`src/hw/rtl/plcp_header_field_calc_unit_assert.svh`:
```
// Assertion macros for the PLCP header field calculator.
// Each macro expects signals named clk and rst_n in the scope where it is used.
`ifndef PLCP_HEADER_FIELD_CALC_UNIT_ASSERT_SVH
`define PLCP_HEADER_FIELD_CALC_UNIT_ASSERT_SVH

`ifndef SYNTHESIS
// Same-cycle implication, checked at every rising edge out of reset
`define PLCP_ASSERT_IMP(label, ante, cons, msg) \
  label: assert property (@(posedge clk) disable iff (!rst_n) (ante) |-> (cons)) \
    else $error(msg);
// Next-cycle implication, checked at every rising edge out of reset
`define PLCP_ASSERT_NXT(label, ante, cons, msg) \
  label: assert property (@(posedge clk) disable iff (!rst_n) (ante) |=> (cons)) \
    else $error(msg);
`else
`define PLCP_ASSERT_IMP(label, ante, cons, msg)
`define PLCP_ASSERT_NXT(label, ante, cons, msg)
`endif

`endif

```
`src/hw/rtl/plcp_pkg.sv`:
```
// Shared types, codes and constants for the PLCP header field calculator.
// No dependencies; the interfaces and modules of the block import this package.
package plcp_pkg;

  // Field types
  typedef logic [11:0] frame_bytes_t;
  typedef logic [3:0]  rate_index_t;
  typedef logic [1:0]  packet_kind_t;
  typedef logic [7:0]  signal_t;
  typedef logic [7:0]  service_t;
  typedef logic [14:0] plcp_len_t;

  localparam int LEN_OUT_W = $bits(plcp_len_t);

  // Packet kinds
  localparam packet_kind_t KIND_11A = 2'd0;
  localparam packet_kind_t KIND_11B = 2'd1;

  // Rate indexes
  localparam rate_index_t RATE_1M        = 4'd0;
  localparam rate_index_t RATE_2M        = 4'd1;
  localparam rate_index_t RATE_5M5       = 4'd2;
  localparam rate_index_t RATE_CCK11     = 4'd3;
  localparam rate_index_t RATE_OFDM_BASE = 4'd4;
  localparam rate_index_t RATE_OFDM_TOP  = 4'd11;

  localparam logic [2:0] OFDM_IDX_MAX = 3'd7;

  // Rate class carried down the pipeline
  typedef enum logic [2:0] {
    RC_DSSS1 = 3'd0,
    RC_DSSS2 = 3'd1,
    RC_CCK5  = 3'd2,
    RC_CCK11 = 3'd3,
    RC_OFDM  = 3'd4
  } rate_cls_t;

  // SIGNAL codes
  localparam signal_t SIG_1M          = 8'h00;
  localparam signal_t SIG_2M_LONG     = 8'h01;
  localparam signal_t SIG_2M_SHORT    = 8'h09;
  localparam signal_t SIG_5M5_LONG    = 8'h02;
  localparam signal_t SIG_5M5_SHORT   = 8'h0a;
  localparam signal_t SIG_11M_LONG    = 8'h03;
  localparam signal_t SIG_11M_SHORT   = 8'h0b;
  localparam signal_t SIG_OFDM_11A    = 8'h90;
  localparam signal_t SIG_OFDM_OTHER  = 8'h80;

  // SERVICE length extension
  localparam service_t SERVICE_LEN_EXT = 8'h80;
  localparam service_t SERVICE_NONE    = 8'h00;

  // Divide by 11: q ~= (n * DIV_RECIP) >> DIV_RECIP_SHIFT, low by at most one
  localparam int DIVISOR         = 11;
  localparam int DIV_RECIP       = 23831;
  localparam int DIV_RECIP_W     = 15;
  localparam int DIV_RECIP_SHIFT = 18;
  localparam int REM_W           = 5;
  localparam int EXT_REM_MAX     = 3;
  localparam int NUM_BIAS_5M5    = 10;

  // Control group handed from stage to stage
  typedef struct packed {
    rate_cls_t rate_cls;
    logic      is_11b;
    signal_t   signal;
  } plcp_ctrl_t;

  // Rate nibble of the OFDM SIGNAL field, 6M first
  function automatic signal_t ofdm_rate_code(logic [2:0] idx);
    signal_t code;
    case (idx)
      3'd0:    code = 8'h0b;
      3'd1:    code = 8'h0f;
      3'd2:    code = 8'h0a;
      3'd3:    code = 8'h0e;
      3'd4:    code = 8'h09;
      3'd5:    code = 8'h0d;
      3'd6:    code = 8'h08;
      default: code = 8'h0c;
    endcase
    return code;
  endfunction

endpackage

```
`src/hw/rtl/plcp_if.sv`:
```
// Valid/ready channel interfaces for frame descriptors and PLCP results.
// Depends on plcp_pkg for the payload types.
interface plcp_in_if;
  import plcp_pkg::*;

  logic         valid;
  logic         ready;
  frame_bytes_t frame_bytes;
  rate_index_t  rate_index;
  packet_kind_t packet_kind;

  modport source (output valid, output frame_bytes, output rate_index,
                  output packet_kind, input ready);
  modport sink   (input valid, input frame_bytes, input rate_index,
                  input packet_kind, output ready);
endinterface

interface plcp_out_if;
  import plcp_pkg::*;

  logic      valid;
  logic      ready;
  signal_t   plcp_signal;
  service_t  plcp_service;
  plcp_len_t plcp_length;

  modport source (output valid, output plcp_signal, output plcp_service,
                  output plcp_length, input ready);
  modport sink   (input valid, input plcp_signal, input plcp_service,
                  input plcp_length, output ready);
endinterface

```
`src/hw/rtl/plcp_decode.sv`:
```
// Stage 1: decode rate and kind, look up SIGNAL, form the divide-by-11 numerator.
// Depends on plcp_pkg and plcp_in_if.
module plcp_decode #(
  parameter int LENGTH_WIDTH = 12
) (
  input  logic                       clk,
  input  logic                       rst_n,
  input  logic                       short_preamble,
  plcp_in_if.sink                    in_ch,
  output logic                       valid_o,
  input  logic                       ready_i,
  output plcp_pkg::plcp_ctrl_t       ctrl_o,
  output logic [LENGTH_WIDTH-1:0]    bytes_o,
  output logic [LENGTH_WIDTH+3:0]    num_o
);
  import plcp_pkg::*;

  localparam int NUM_W = LENGTH_WIDTH + 4;

  logic                    valid_r;
  plcp_ctrl_t              ctrl_r;
  plcp_ctrl_t              ctrl_nxt;
  logic [LENGTH_WIDTH-1:0] bytes_r;
  logic [LENGTH_WIDTH-1:0] bytes_nxt;
  logic [NUM_W-1:0]        num_r;
  logic [NUM_W-1:0]        num_nxt;
  logic [2:0]              ofdm_idx;
  logic                    stage_ready;

  // Keep the low LENGTH_WIDTH bits of the byte count
  assign bytes_nxt = LENGTH_WIDTH'(in_ch.frame_bytes);

  // Clamp rate indexes above 54M onto the 54M entry
  assign ofdm_idx = (in_ch.rate_index > RATE_OFDM_TOP) ? OFDM_IDX_MAX :
                    3'(in_ch.rate_index - RATE_OFDM_BASE);

  // Decode rate class and SIGNAL code
  always_comb begin
    ctrl_nxt.is_11b = (in_ch.packet_kind == KIND_11B);
    unique case (in_ch.rate_index)
      RATE_1M: begin
        ctrl_nxt.rate_cls = RC_DSSS1;
        ctrl_nxt.signal   = SIG_1M;
      end
      RATE_2M: begin
        ctrl_nxt.rate_cls = RC_DSSS2;
        ctrl_nxt.signal   = short_preamble ? SIG_2M_SHORT : SIG_2M_LONG;
      end
      RATE_5M5: begin
        ctrl_nxt.rate_cls = RC_CCK5;
        ctrl_nxt.signal   = short_preamble ? SIG_5M5_SHORT : SIG_5M5_LONG;
      end
      RATE_CCK11: begin
        ctrl_nxt.rate_cls = RC_CCK11;
        ctrl_nxt.signal   = short_preamble ? SIG_11M_SHORT : SIG_11M_LONG;
      end
      default: begin
        ctrl_nxt.rate_cls = RC_OFDM;
        ctrl_nxt.signal   = ofdm_rate_code(ofdm_idx) |
                            ((in_ch.packet_kind == KIND_11A) ? SIG_OFDM_11A
                                                             : SIG_OFDM_OTHER);
      end
    endcase
  end

  // Numerator: 2*bits + 10 at 5.5M (ceiling of 2*bits/11), bits otherwise
  assign num_nxt = (in_ch.rate_index == RATE_5M5) ?
                   NUM_W'({bytes_nxt, 4'b0000}) + NUM_W'(NUM_BIAS_5M5) :
                   NUM_W'({bytes_nxt, 3'b000});

  // Advance when empty or when the next stage takes the held item
  assign stage_ready = !valid_r || ready_i;
  assign in_ch.ready = stage_ready;

  always_ff @(posedge clk) begin
    if (!rst_n) begin
      valid_r <= 1'b0;
    end else if (stage_ready) begin
      valid_r <= in_ch.valid;
    end
  end

  always_ff @(posedge clk) begin
    if (stage_ready && in_ch.valid) begin
      ctrl_r  <= ctrl_nxt;
      bytes_r <= bytes_nxt;
      num_r   <= num_nxt;
    end
  end

  assign valid_o = valid_r;
  assign ctrl_o  = ctrl_r;
  assign bytes_o = bytes_r;
  assign num_o   = num_r;

endmodule

```
`src/hw/rtl/plcp_div11.sv`:
```
// Stages 2 and 3: divide the numerator by 11 with a reciprocal multiply,
// then form the estimated remainder. Depends on plcp_pkg.
module plcp_div11 #(
  parameter int LENGTH_WIDTH = 12
) (
  input  logic                       clk,
  input  logic                       rst_n,
  input  logic                       valid_i,
  output logic                       ready_o,
  input  plcp_pkg::plcp_ctrl_t       ctrl_i,
  input  logic [LENGTH_WIDTH-1:0]    bytes_i,
  input  logic [LENGTH_WIDTH+3:0]    num_i,
  output logic                       valid_o,
  input  logic                       ready_i,
  output plcp_pkg::plcp_ctrl_t       ctrl_o,
  output logic [LENGTH_WIDTH-1:0]    bytes_o,
  output logic [LENGTH_WIDTH+3:0]    quot_o,
  output logic [plcp_pkg::REM_W-1:0] rem_o
);
  import plcp_pkg::*;

  localparam int NUM_W  = LENGTH_WIDTH + 4;
  localparam int PROD_W = NUM_W + DIV_RECIP_W;

  // Stage 2: product
  logic                    s2_valid_r;
  plcp_ctrl_t              s2_ctrl_r;
  logic [LENGTH_WIDTH-1:0] s2_bytes_r;
  logic [NUM_W-1:0]        s2_num_r;
  logic [PROD_W-1:0]       s2_prod_r;
  logic [PROD_W-1:0]       s2_prod_nxt;
  logic                    s2_ready;

  // Stage 3: quotient estimate and remainder
  logic                    s3_valid_r;
  plcp_ctrl_t              s3_ctrl_r;
  logic [LENGTH_WIDTH-1:0] s3_bytes_r;
  logic [NUM_W-1:0]        s3_quot_r;
  logic [NUM_W-1:0]        s3_quot_nxt;
  logic [REM_W-1:0]        s3_rem_r;
  logic [REM_W-1:0]        s3_rem_nxt;
  logic [NUM_W-1:0]        s3_diff;
  logic                    s3_ready;

  assign s3_ready = !s3_valid_r || ready_i;
  assign s2_ready = !s2_valid_r || s3_ready;
  assign ready_o  = s2_ready;

  // Multiply by the scaled reciprocal of 11
  assign s2_prod_nxt = PROD_W'(num_i) * PROD_W'(DIV_RECIP);

  always_ff @(posedge clk) begin
    if (!rst_n) begin
      s2_valid_r <= 1'b0;
    end else if (s2_ready) begin
      s2_valid_r <= valid_i;
    end
  end

  always_ff @(posedge clk) begin
    if (s2_ready && valid_i) begin
      s2_ctrl_r  <= ctrl_i;
      s2_bytes_r <= bytes_i;
      s2_num_r   <= num_i;
      s2_prod_r  <= s2_prod_nxt;
    end
  end

  // Quotient estimate is exact or one low, so the remainder stays below 22
  assign s3_quot_nxt = NUM_W'(s2_prod_r >> DIV_RECIP_SHIFT);
  assign s3_diff     = s2_num_r - NUM_W'(s3_quot_nxt * NUM_W'(DIVISOR));
  assign s3_rem_nxt  = REM_W'(s3_diff);

  always_ff @(posedge clk) begin
    if (!rst_n) begin
      s3_valid_r <= 1'b0;
    end else if (s3_ready) begin
      s3_valid_r <= s2_valid_r;
    end
  end

  always_ff @(posedge clk) begin
    if (s3_ready && s2_valid_r) begin
      s3_ctrl_r  <= s2_ctrl_r;
      s3_bytes_r <= s2_bytes_r;
      s3_quot_r  <= s3_quot_nxt;
      s3_rem_r   <= s3_rem_nxt;
    end
  end

  assign valid_o = s3_valid_r;
  assign ctrl_o  = s3_ctrl_r;
  assign bytes_o = s3_bytes_r;
  assign quot_o  = s3_quot_r;
  assign rem_o   = s3_rem_r;

endmodule

```
`src/hw/rtl/plcp_format.sv`:
```
// Stage 4: correct the quotient, pick LENGTH and SERVICE, hold the result
// in the output register. Depends on plcp_pkg and plcp_out_if.
module plcp_format #(
  parameter int LENGTH_WIDTH = 12
) (
  input  logic                       clk,
  input  logic                       rst_n,
  input  logic                       valid_i,
  output logic                       ready_o,
  input  plcp_pkg::plcp_ctrl_t       ctrl_i,
  input  logic [LENGTH_WIDTH-1:0]    bytes_i,
  input  logic [LENGTH_WIDTH+3:0]    quot_i,
  input  logic [plcp_pkg::REM_W-1:0] rem_i,
  plcp_out_if.source                 out_ch
);
  import plcp_pkg::*;

  localparam int NUM_W = LENGTH_WIDTH + 4;

  logic             valid_r;
  signal_t          signal_r;
  service_t         service_r;
  service_t         service_nxt;
  plcp_len_t        length_r;
  plcp_len_t        length_nxt;
  logic             fix;
  logic [NUM_W-1:0] quot;
  logic [REM_W-1:0] rem;
  logic             rem_nz;
  logic             stage_ready;

  // Bump a one-low quotient estimate
  assign fix    = (rem_i >= REM_W'(DIVISOR));
  assign quot   = fix ? quot_i + NUM_W'(1) : quot_i;
  assign rem    = fix ? rem_i - REM_W'(DIVISOR) : rem_i;
  assign rem_nz = (rem != '0);

  // Select LENGTH and SERVICE
  always_comb begin
    service_nxt = SERVICE_NONE;
    if (!ctrl_i.is_11b) begin
      length_nxt = LEN_OUT_W'(bytes_i);
    end else begin
      case (ctrl_i.rate_cls)
        RC_DSSS1: length_nxt = LEN_OUT_W'({bytes_i, 3'b000});
        RC_DSSS2: length_nxt = LEN_OUT_W'({bytes_i, 2'b00});
        RC_CCK5:  length_nxt = LEN_OUT_W'(quot);
        RC_CCK11: begin
          length_nxt = LEN_OUT_W'(quot + NUM_W'(rem_nz));
          if (rem_nz && (rem <= REM_W'(EXT_REM_MAX))) begin
            service_nxt = SERVICE_LEN_EXT;
          end
        end
        default:  length_nxt = '0;
      endcase
    end
  end

  // Output register: load when empty or when the sink takes the result
  assign stage_ready = !valid_r || out_ch.ready;
  assign ready_o     = stage_ready;

  always_ff @(posedge clk) begin
    if (!rst_n) begin
      valid_r <= 1'b0;
    end else if (stage_ready) begin
      valid_r <= valid_i;
    end
  end

  always_ff @(posedge clk) begin
    if (stage_ready && valid_i) begin
      signal_r  <= ctrl_i.signal;
      service_r <= service_nxt;
      length_r  <= length_nxt;
    end
  end

  assign out_ch.valid        = valid_r;
  assign out_ch.plcp_signal  = signal_r;
  assign out_ch.plcp_service = service_r;
  assign out_ch.plcp_length  = length_r;

endmodule

```
`src/hw/rtl/plcp_header_field_calc_unit.sv`:
```
// PLCP header field calculator: SIGNAL, SERVICE and LENGTH per transmit frame.
// Structure: 4 register stages (decode, reciprocal multiply, remainder, correct and
// select); an input transfer passes through them in that order to the output.
// Throughput: one frame per cycle; a stalled output holds the pipe in place.
// Reset clears all stage valid bits and short_preamble (long preamble codes).
`include "plcp_header_field_calc_unit_assert.svh"

module plcp_header_field_calc_unit #(
  parameter int LENGTH_WIDTH = 12
) (
  input  logic         clk,
  input  logic         rst_n,
  plcp_in_if.sink      in_ch,
  plcp_out_if.source   out_ch,
  input  logic         cfg_valid,
  output logic         cfg_ready,
  input  logic         cfg_data
);
  import plcp_pkg::*;

  localparam int NUM_W = LENGTH_WIDTH + 4;

  logic                    short_preamble_r;

  logic                    s1_valid;
  logic                    s1_ready;
  plcp_ctrl_t              s1_ctrl;
  logic [LENGTH_WIDTH-1:0] s1_bytes;
  logic [NUM_W-1:0]        s1_num;

  logic                    s3_valid;
  logic                    s3_ready;
  plcp_ctrl_t              s3_ctrl;
  logic [LENGTH_WIDTH-1:0] s3_bytes;
  logic [NUM_W-1:0]        s3_quot;
  logic [REM_W-1:0]        s3_rem;

  // Preamble setting register, always writable
  assign cfg_ready = 1'b1;

  always_ff @(posedge clk) begin
    if (!rst_n) begin
      short_preamble_r <= 1'b0;
    end else if (cfg_valid && cfg_ready) begin
      short_preamble_r <= cfg_data;
    end
  end

  plcp_decode #(
    .LENGTH_WIDTH (LENGTH_WIDTH)
  ) u_decode (
    .clk            (clk),
    .rst_n          (rst_n),
    .short_preamble (short_preamble_r),
    .in_ch          (in_ch),
    .valid_o        (s1_valid),
    .ready_i        (s1_ready),
    .ctrl_o         (s1_ctrl),
    .bytes_o        (s1_bytes),
    .num_o          (s1_num)
  );

  plcp_div11 #(
    .LENGTH_WIDTH (LENGTH_WIDTH)
  ) u_div11 (
    .clk     (clk),
    .rst_n   (rst_n),
    .valid_i (s1_valid),
    .ready_o (s1_ready),
    .ctrl_i  (s1_ctrl),
    .bytes_i (s1_bytes),
    .num_i   (s1_num),
    .valid_o (s3_valid),
    .ready_i (s3_ready),
    .ctrl_o  (s3_ctrl),
    .bytes_o (s3_bytes),
    .quot_o  (s3_quot),
    .rem_o   (s3_rem)
  );

  plcp_format #(
    .LENGTH_WIDTH (LENGTH_WIDTH)
  ) u_format (
    .clk     (clk),
    .rst_n   (rst_n),
    .valid_i (s3_valid),
    .ready_o (s3_ready),
    .ctrl_i  (s3_ctrl),
    .bytes_i (s3_bytes),
    .quot_i  (s3_quot),
    .rem_i   (s3_rem),
    .out_ch  (out_ch)
  );

  // Checks
  logic in_go;
  logic flow_ok;

  assign in_go   = rst_n && in_ch.valid && in_ch.ready;
  assign flow_ok = rst_n && out_ch.ready;

  // Back-pressure at the input only comes from a full, stalled pipe
  `PLCP_ASSERT_IMP(a_stall_source, !in_ch.ready, out_ch.valid && !out_ch.ready, "input stalled while output free")
  // With the sink ready all along, an input transfer shows up as a valid result at the output
  `PLCP_ASSERT_IMP(a_latency, $past(in_go, 4) && $past(flow_ok, 1) && $past(flow_ok, 2) && $past(flow_ok, 3), out_ch.valid, "result late")
  // A configuration transfer lands in the preamble register
  `PLCP_ASSERT_NXT(a_cfg_write, cfg_valid && cfg_ready, short_preamble_r == $past(cfg_data), "cfg lost")

endmodule
```
`src/flat_wrapper.sv`:
```
// flat-port wrapper written by rule: the top's interface ports become plain ports
module plcp_header_field_calc_unit_flat import plcp_pkg::*;
#(
  parameter int LENGTH_WIDTH = 12
)
  (clk, rst_n, cfg_valid, cfg_ready, cfg_data, in_ch_valid, in_ch_frame_bytes, in_ch_rate_index, in_ch_packet_kind, in_ch_ready, out_ch_valid, out_ch_plcp_signal, out_ch_plcp_service, out_ch_plcp_length, out_ch_ready);
  plcp_in_if in_ch_i ();
  plcp_out_if out_ch_i ();
  input  logic clk;
  input  logic rst_n;
  input  logic cfg_valid;
  output logic cfg_ready;
  input  logic cfg_data;
  input wire logic [$bits(in_ch_i.valid)-1:0] in_ch_valid;
  input wire logic [$bits(in_ch_i.frame_bytes)-1:0] in_ch_frame_bytes;
  input wire logic [$bits(in_ch_i.rate_index)-1:0] in_ch_rate_index;
  input wire logic [$bits(in_ch_i.packet_kind)-1:0] in_ch_packet_kind;
  output wire logic [$bits(in_ch_i.ready)-1:0] in_ch_ready;
  output wire logic [$bits(out_ch_i.valid)-1:0] out_ch_valid;
  output wire logic [$bits(out_ch_i.plcp_signal)-1:0] out_ch_plcp_signal;
  output wire logic [$bits(out_ch_i.plcp_service)-1:0] out_ch_plcp_service;
  output wire logic [$bits(out_ch_i.plcp_length)-1:0] out_ch_plcp_length;
  input wire logic [$bits(out_ch_i.ready)-1:0] out_ch_ready;
  assign in_ch_i.valid = in_ch_valid;
  assign in_ch_i.frame_bytes = in_ch_frame_bytes;
  assign in_ch_i.rate_index = in_ch_rate_index;
  assign in_ch_i.packet_kind = in_ch_packet_kind;
  assign in_ch_ready = in_ch_i.ready;
  assign out_ch_valid = out_ch_i.valid;
  assign out_ch_plcp_signal = out_ch_i.plcp_signal;
  assign out_ch_plcp_service = out_ch_i.plcp_service;
  assign out_ch_plcp_length = out_ch_i.plcp_length;
  assign out_ch_i.ready = out_ch_ready;
  plcp_header_field_calc_unit #(.LENGTH_WIDTH(LENGTH_WIDTH)) u_core (.clk(clk), .rst_n(rst_n), .in_ch(in_ch_i), .out_ch(out_ch_i), .cfg_valid(cfg_valid), .cfg_ready(cfg_ready), .cfg_data(cfg_data));
endmodule
```
`config.mk`:
```
export PLATFORM = sky130hd
export DESIGN_NAME = plcp_header_field_calc_unit_flat
export DESIGN_NICKNAME = d
export VERILOG_FILES = /design/src/hw/rtl/plcp_pkg.sv /design/src/hw/rtl/plcp_if.sv /design/src/hw/rtl/plcp_decode.sv /design/src/hw/rtl/plcp_div11.sv /design/src/hw/rtl/plcp_format.sv /design/src/hw/rtl/plcp_header_field_calc_unit.sv /design/src/flat_wrapper.sv
export VERILOG_INCLUDE_DIRS = /design/src /design/src/hw/rtl
export SDC_FILE = /design/constraint.sdc
export NUM_CORES = 1
export LEC_CHECK = 0
export ABC_AREA = 0
export BUFFER_PORTS_ARGS = -buffer_cell sky130_fd_sc_hd__buf_2
export CELL_PAD_IN_SITES_DETAIL_PLACEMENT = 2
export CELL_PAD_IN_SITES_GLOBAL_PLACEMENT = 2
export CORE_MARGIN = 4
export CORE_UTILIZATION = 45
export DETAILED_ROUTE_END_ITERATION = 8
export PLACE_DENSITY_LB_ADDON = 0.3
export SETUP_SLACK_MARGIN = 0.15
export SYNTH_ARGS = -nofsm -noshare
export SYNTH_HDL_FRONTEND = slang
export SYNTH_HIERARCHICAL = 1
export SYNTH_SLANG_ARGS = --single-unit
```
`constraint.sdc`:
```
create_clock -name clk -period 11.7 [get_ports clk]
set_clock_uncertainty 0.1 [all_clocks]
set_input_delay 3.51 -clock clk [delete_from_list [all_inputs] [get_ports clk]]
set_output_delay 3.51 -clock clk [all_outputs]
set_load 0.01 [all_outputs]
```
==> results of run 1 <==
-- placed cells by master (no fill, tap or decap), drive strengths merged, types with 5 or more instances in the layout --
cell,n
inv,198
ha,152
edfxtp,143
fa,84
buf,53
nand2,44
a21oi,29
xnor2,27
nor2,26
xor2,22
nand3,20
o21ai,19
clkbuf,17
conb,14
a21o,14
mux2i,12
mux2,12
nand2b,11
nand4,10
a211oi,9
and2,9
nor3,8
nor2b,8
o21a,6
o221ai,6
dfxtp,5
and4,5
a31oi,5
and3,5
-- stage by stage --
step | hold WS, ps | instances
3_5_place_dp | 306 | 1330
2_1_floorplan | 300 | 982
4_1_cts | 323 | 1362
6_report | 320 | 1362
5_1_grt | 335 | 1362
3_3_place_gp | 300 | 1330
-- worst paths after layout --
| path | start | to | slack (ps) | cells after the start |
|---|---|---|---|---|
| worst max-delay path | out_ch_ready | in_ch_ready | 3390 | 6 |
| worst min-delay path | u_core/u_div11/ctrl_o[0]$_DFFE_PP_ | u_core/u_format/out_ch.plcp_signal[0]$_DFFE_PP_ | 320 | 0 |
| worst max register to register | u_core/u_decode/num_o[12]$_DFFE_PP_ | u_core/u_div11/s2_prod_r[23]$_DFFE_PP_ | 5400 | 20 |
| worst min register to register | u_core/u_div11/ctrl_o[0]$_DFFE_PP_ | u_core/u_format/out_ch.plcp_signal[0]$_DFFE_PP_ | 320 | 0 |
-- state kept, by name, indices dropped and copies added (netlist names), 12 cells and up --
register                            flops
u_core/u_format/out_ch.plcp_length     15
u_core/u_decode/num_o                  14
u_core/u_div11/quot_o                  13
u_core/u_div11/s2_prod_r               13
u_core/u_decode/bytes_o                12
u_core/u_div11/bytes_o                 12
u_core/u_div11/ctrl_o                  12
u_core/u_div11/s2_bytes_r              12
u_core/u_div11/s2_ctrl_r               12
-- area by class of cell --
class | instances | area share
Multi-Input combinational cell | 614 | 0.489
Sequential cell | 148 | 0.352
Inverter | 191 | 0.0575
Clock buffer | 17 | 0.0340
Tap cell | 324 | 0.0324
Timing Repair Buffer | 53 | 0.0220
Clock inverter | 15 | 0.0130
-- critical path, delay by kind of cell --
kind	cells	cell delay (ps)
buf+inv	2	280
simple gates	4	920
-- per-layer routing --
metal / global-route usage / routed length [um] / vias to the layer above
met5: 0 / 13 / -
met3: 0.0351 / 1260 / 93
li1: - / - / 3417
met4: 0.125 / 1680 / 2
met1: 0.286 / 13300 / 3946
met2: 0.483 / 19300 / 238
==> impl_metrics.yaml, run 1 <==
drt:
  routed_via_density: 5.65
  drt-wirelength-per-cell_um: 26.1
  dr.pass1.iters: 5
  drc_errors: 0
  num_vias: 7696
  routed_wl_um: 35500
  drtAntennaViolNets: 0
  first_iter_violations: 510
finish:
  fill_cells: 2426
  num_antenna_cells: 0
  syn2layout_area_growth_pct: 9.85
  fin_nets: 1285
  final_cell_area_mm2: 0.0125
  regArea_mm2: 0.00439
  utilization: 0.508
  multi_input_area_mm2: 0.00612
  drive_above_1_share: 0.111
sta:
  rsz0062_at_grt: "false"
  setup_viol: 0
  fmax_mhz: 120
  setup_ws_ps: 3390
  period_share: 0.710
  tightest_slew_ps: 1290
  final_max_slew_viol_count: 0
  fin_crit_ps: 8310
  relSlewSlack: 0.136
  finalHoldViolCount: 0
  finalSetupTns_ps: 0
setup_path:
  required_ps: 8090
  cp_slowest_cell: "nor2b_1"
  worstSetupStartpointType: "primary input"
  slowest_delay_ps: 400
  crit_chain: "buf_2, nand2b_1, nor2b_1, nand2_1, nand2b_1, buf_2"
  worstPathArrival_ps: 4700
  crit_type: "primary input to output port"
  critPathMaxFanout: 4
  endpoint_kind: "output port"
logic_synthesis:
  syn_inst: 972
  postSynthAreaPerCell_um2: 11.7
  ys.warnings.count: 6
  synth_area_mm2: 0.0114
floorplanning:
  initial_utilization: 0.462
  die_h_um: 167
  coreArea_mm2: 0.0246
  dieWidth_um: 167
  die_area_mm2: 0.0279
  rows: 57
  boundaryPins: 58
placement:
  place_congestion: 0.828
  place_ws_ps: 3410
  dpl_cell_area_mm2: 0.0119
  portBuffers: 49
  dp_hpwl_um: 27200
clocking:
  clock_latency_ps: 430
  tritoncts: "yes"
  cts.reportedPaths.clkPinSlew_ps: 60
  cts_hold_buf: 0
  cts_buffer_depth: 2
  cts_setup_buffers: 0
  cts_resized: 0
  clockRootBuffer: "clkbuf_16"
  numCtsBuffers: 17
  cts_sinks: 148
  cts_htree_levels: 4
grt:
  grt_max_degree: 43
  antenna_found_initial: 1
  grt_overflow: 0
  grt_pass1_wl_um: 54200
  grt.total_usage: 0.258
  grt_pass1_vias: 9001
worst_hold_path:
  worstHoldPathType: "register to register"
flow_run:
  max-cap-violations: 0
run_status:
  outcome: "completed"
Power of run 1 is left out: the tool's default activity adds up to more than one toggle a clock period on the data nets, which glitch-free logic cannot reach.
==> run 2: changes to the inputs <==
--- a/config.mk
+++ b/config.mk
@@ -6,12 +6,12 @@
 export SDC_FILE = /design/constraint.sdc
 export NUM_CORES = 1
 export LEC_CHECK = 0
-export ABC_AREA = 0
+export ABC_AREA = 1
 export BUFFER_PORTS_ARGS = -buffer_cell sky130_fd_sc_hd__buf_2
 export CELL_PAD_IN_SITES_DETAIL_PLACEMENT = 2
 export CELL_PAD_IN_SITES_GLOBAL_PLACEMENT = 2
 export CORE_MARGIN = 4
-export CORE_UTILIZATION = 45
+export CORE_UTILIZATION = 40
 export DETAILED_ROUTE_END_ITERATION = 8
 export PLACE_DENSITY_LB_ADDON = 0.3
 export SETUP_SLACK_MARGIN = 0.15
==> constraint.sdc (replaced) <==
create_clock -name clk -period 7.9 [get_ports clk]
set_clock_uncertainty 0.1 [all_clocks]
set_input_delay 2.37 -clock clk [delete_from_list [all_inputs] [get_ports clk]]
set_output_delay 2.37 -clock clk [all_outputs]
set_load 0.01 [all_outputs]
==> run 2 against run 1 <==
Final area grew 10%. Critical path depth grew 15. Utilization shrank 5.9 points. Global-route usage shrank 0.051 points. Cell count grew 35%.
==> impl_metrics.yaml, run 2 <==
run_status:
  outcome: "completed"
floorplanning:
  boundaryPins: 58
  die_h_um: 185
  dieWidth_um: 185
  rows: 64
  initial_utilization: 0.407
  die_area_mm2: 0.0341
  coreArea_mm2: 0.0307
clocking:
  cts.reportedPaths.clkPinSlew_ps: 90
  cts_buffer_depth: 2
  cts_resized: 0
  cts_setup_buffers: 0
  cts_htree_levels: 4
  numCtsBuffers: 17
  clock_latency_ps: 450
  clockRootBuffer: "clkbuf_16"
  cts_hold_buf: 0
  tritoncts: "yes"
  cts_sinks: 148
setup_path:
  worstSetupStartpointType: "register"
  crit_chain: "inv_1, fa_1, inv_1, ha_1, inv_1, fa_1, inv_1, fa_1, fa_1, inv_1, fa_1, inv_1, ha_1, nand2_1, inv_1, a21oi_1, nand3_1, nand2_1, nand2_1, nand2_1, nand2_1"
  crit_type: "register to register"
  worstPathArrival_ps: 6070
  reg2reg_slack_ps: 1910
  critPathTopFamily: "adder cells"
  critPathMaxFanout: 7
  critPathBufInv: 7
  required_ps: 7970
  r2r_cells: 21
  endpoint_kind: "register"
  r2r_end: "u_core/u_div11/s2_prod_r[30]$_DFFE_PP_"
  cp_slowest_cell: "edfxtp_1"
  slowest_delay_ps: 650
  cpMostUsedCell: "inv_1"
  reg2reg_from: "u_core/u_decode/num_o[11]$_DFFE_PP_"
sta:
  tightest_slew_ps: 1330
  setup_viol: 0
  period_share: 0.759
  final_max_slew_viol_count: 0
  setup_ws_ps: 1910
  fin_crit_ps: 5990
  finalHoldViolCount: 0
  relSlewSlack: 0.115
  rsz0062_at_grt: "false"
  fmax_mhz: 167
  finalSetupTns_ps: 0
drt:
  drt-wirelength-per-cell_um: 23.7
  met2_length_um: 24500
  num_vias: 9814
  highest_layer: "met4"
  first_iter_violations: 490
  routed_wl_um: 43600
  drtAntennaViolNets: 0
  dr.pass1.iters: 4
  drc_errors: 0
  routed_via_density: 5.34
  met1_length_um: 15700
  dr_wl_met3_um: 1040
finish:
  utilization: 0.449
  fill_cells: 3380
  num_antenna_cells: 0
  largest_register_ffs: 15
  final_common_cell: "nand2_1"
  drive_above_1_share: 0.104
  regArea_mm2: 0.00439
  fin_nets: 1689
  final_cell_mix: "310 x nand2_1, 304 x inv_1, 152 x ha_1, 143 x edfxtp_1, 84 x fa_1"
  syn2layout_area_growth_pct: 10.3
  multi_input_area_mm2: 0.00678
worst_hold_path:
  holdPathEnd: "u_core/u_div11/s2_ctrl_r[1]$_DFFE_PP_"
  worstHoldPathType: "register to register"
  min_delay_path_depth: 0
  worstHoldStart: "u_core/u_decode/ctrl_o[1]$_DFFE_PP_"
grt:
  grt_pass1_vias: 11500
  antenna_found_initial: 0
  grt_overflow: 0
  grt_max_degree: 43
  grt_pass1_wl_um: 65900
  grt.total_usage: 0.257
logic_synthesis:
  syn_inst: 1372
  postSynthAreaPerCell_um2: 9.10
  synth_area_mm2: 0.0125
  ys.warnings.count: 6
placement:
  place_ws_ps: 2050
  place_congestion: 0.819
  dp_hpwl_um: 34000
  portBuffers: 49
flow_run:
  max-cap-violations: 0
## run 2: layout make-up
type / instances / area share
Tap cell: 396 / 0.0360
Clock buffer: 18 / 0.0312
Sequential cell: 148 / 0.319
Timing Repair Buffer: 55 / 0.0211
Clock inverter: 14 / 0.0148
Inverter: 314 / 0.0856
Multi-Input combinational cell: 893 / 0.492
## run 2: how the worst max path moves through the flow
stage,startpoint,endpoint,slack (ps),depth (start not counted)
finish,u_core/u_decode/num_o[11]$_DFFE_PP_,u_core/u_div11/s2_prod_r[30]$_DFFE_PP_,1910,21
CTS,u_core/u_decode/num_o[11]$_DFFE_PP_,u_core/u_div11/s2_prod_r[30]$_DFFE_PP_,1890,21
global route,u_core/u_decode/num_o[11]$_DFFE_PP_,u_core/u_div11/s2_prod_r[30]$_DFFE_PP_,1660,21
global placement,out_ch_ready,in_ch_ready,2220,8
floorplan,out_ch_ready,in_ch_ready,2620,6
detailed placement,u_core/u_decode/num_o[11]$_DFFE_PP_,u_core/u_div11/s2_prod_r[30]$_DFFE_PP_,2050,21
## run 2: per-layer routing
layer / vias up / track usage
li1: 4443 / -
met1: 4990 / 0.264
met2: 251 / 0.508
met3: 130 / 0.0270
met4: 0 / 0.136
met5: - / 0
## run 2: through the flow
step	instance area, um^2	hold WS [ps]	cells
2_1_floorplan	12500	300	1382
3_3_place_gp	13100	301	1806
3_5_place_dp	13100	305	1806
4_1_cts	13800	314	1838
5_1_grt	13800	321	1838
6_report	13800	311	1838
Power of run 2 is left out for the same reason.
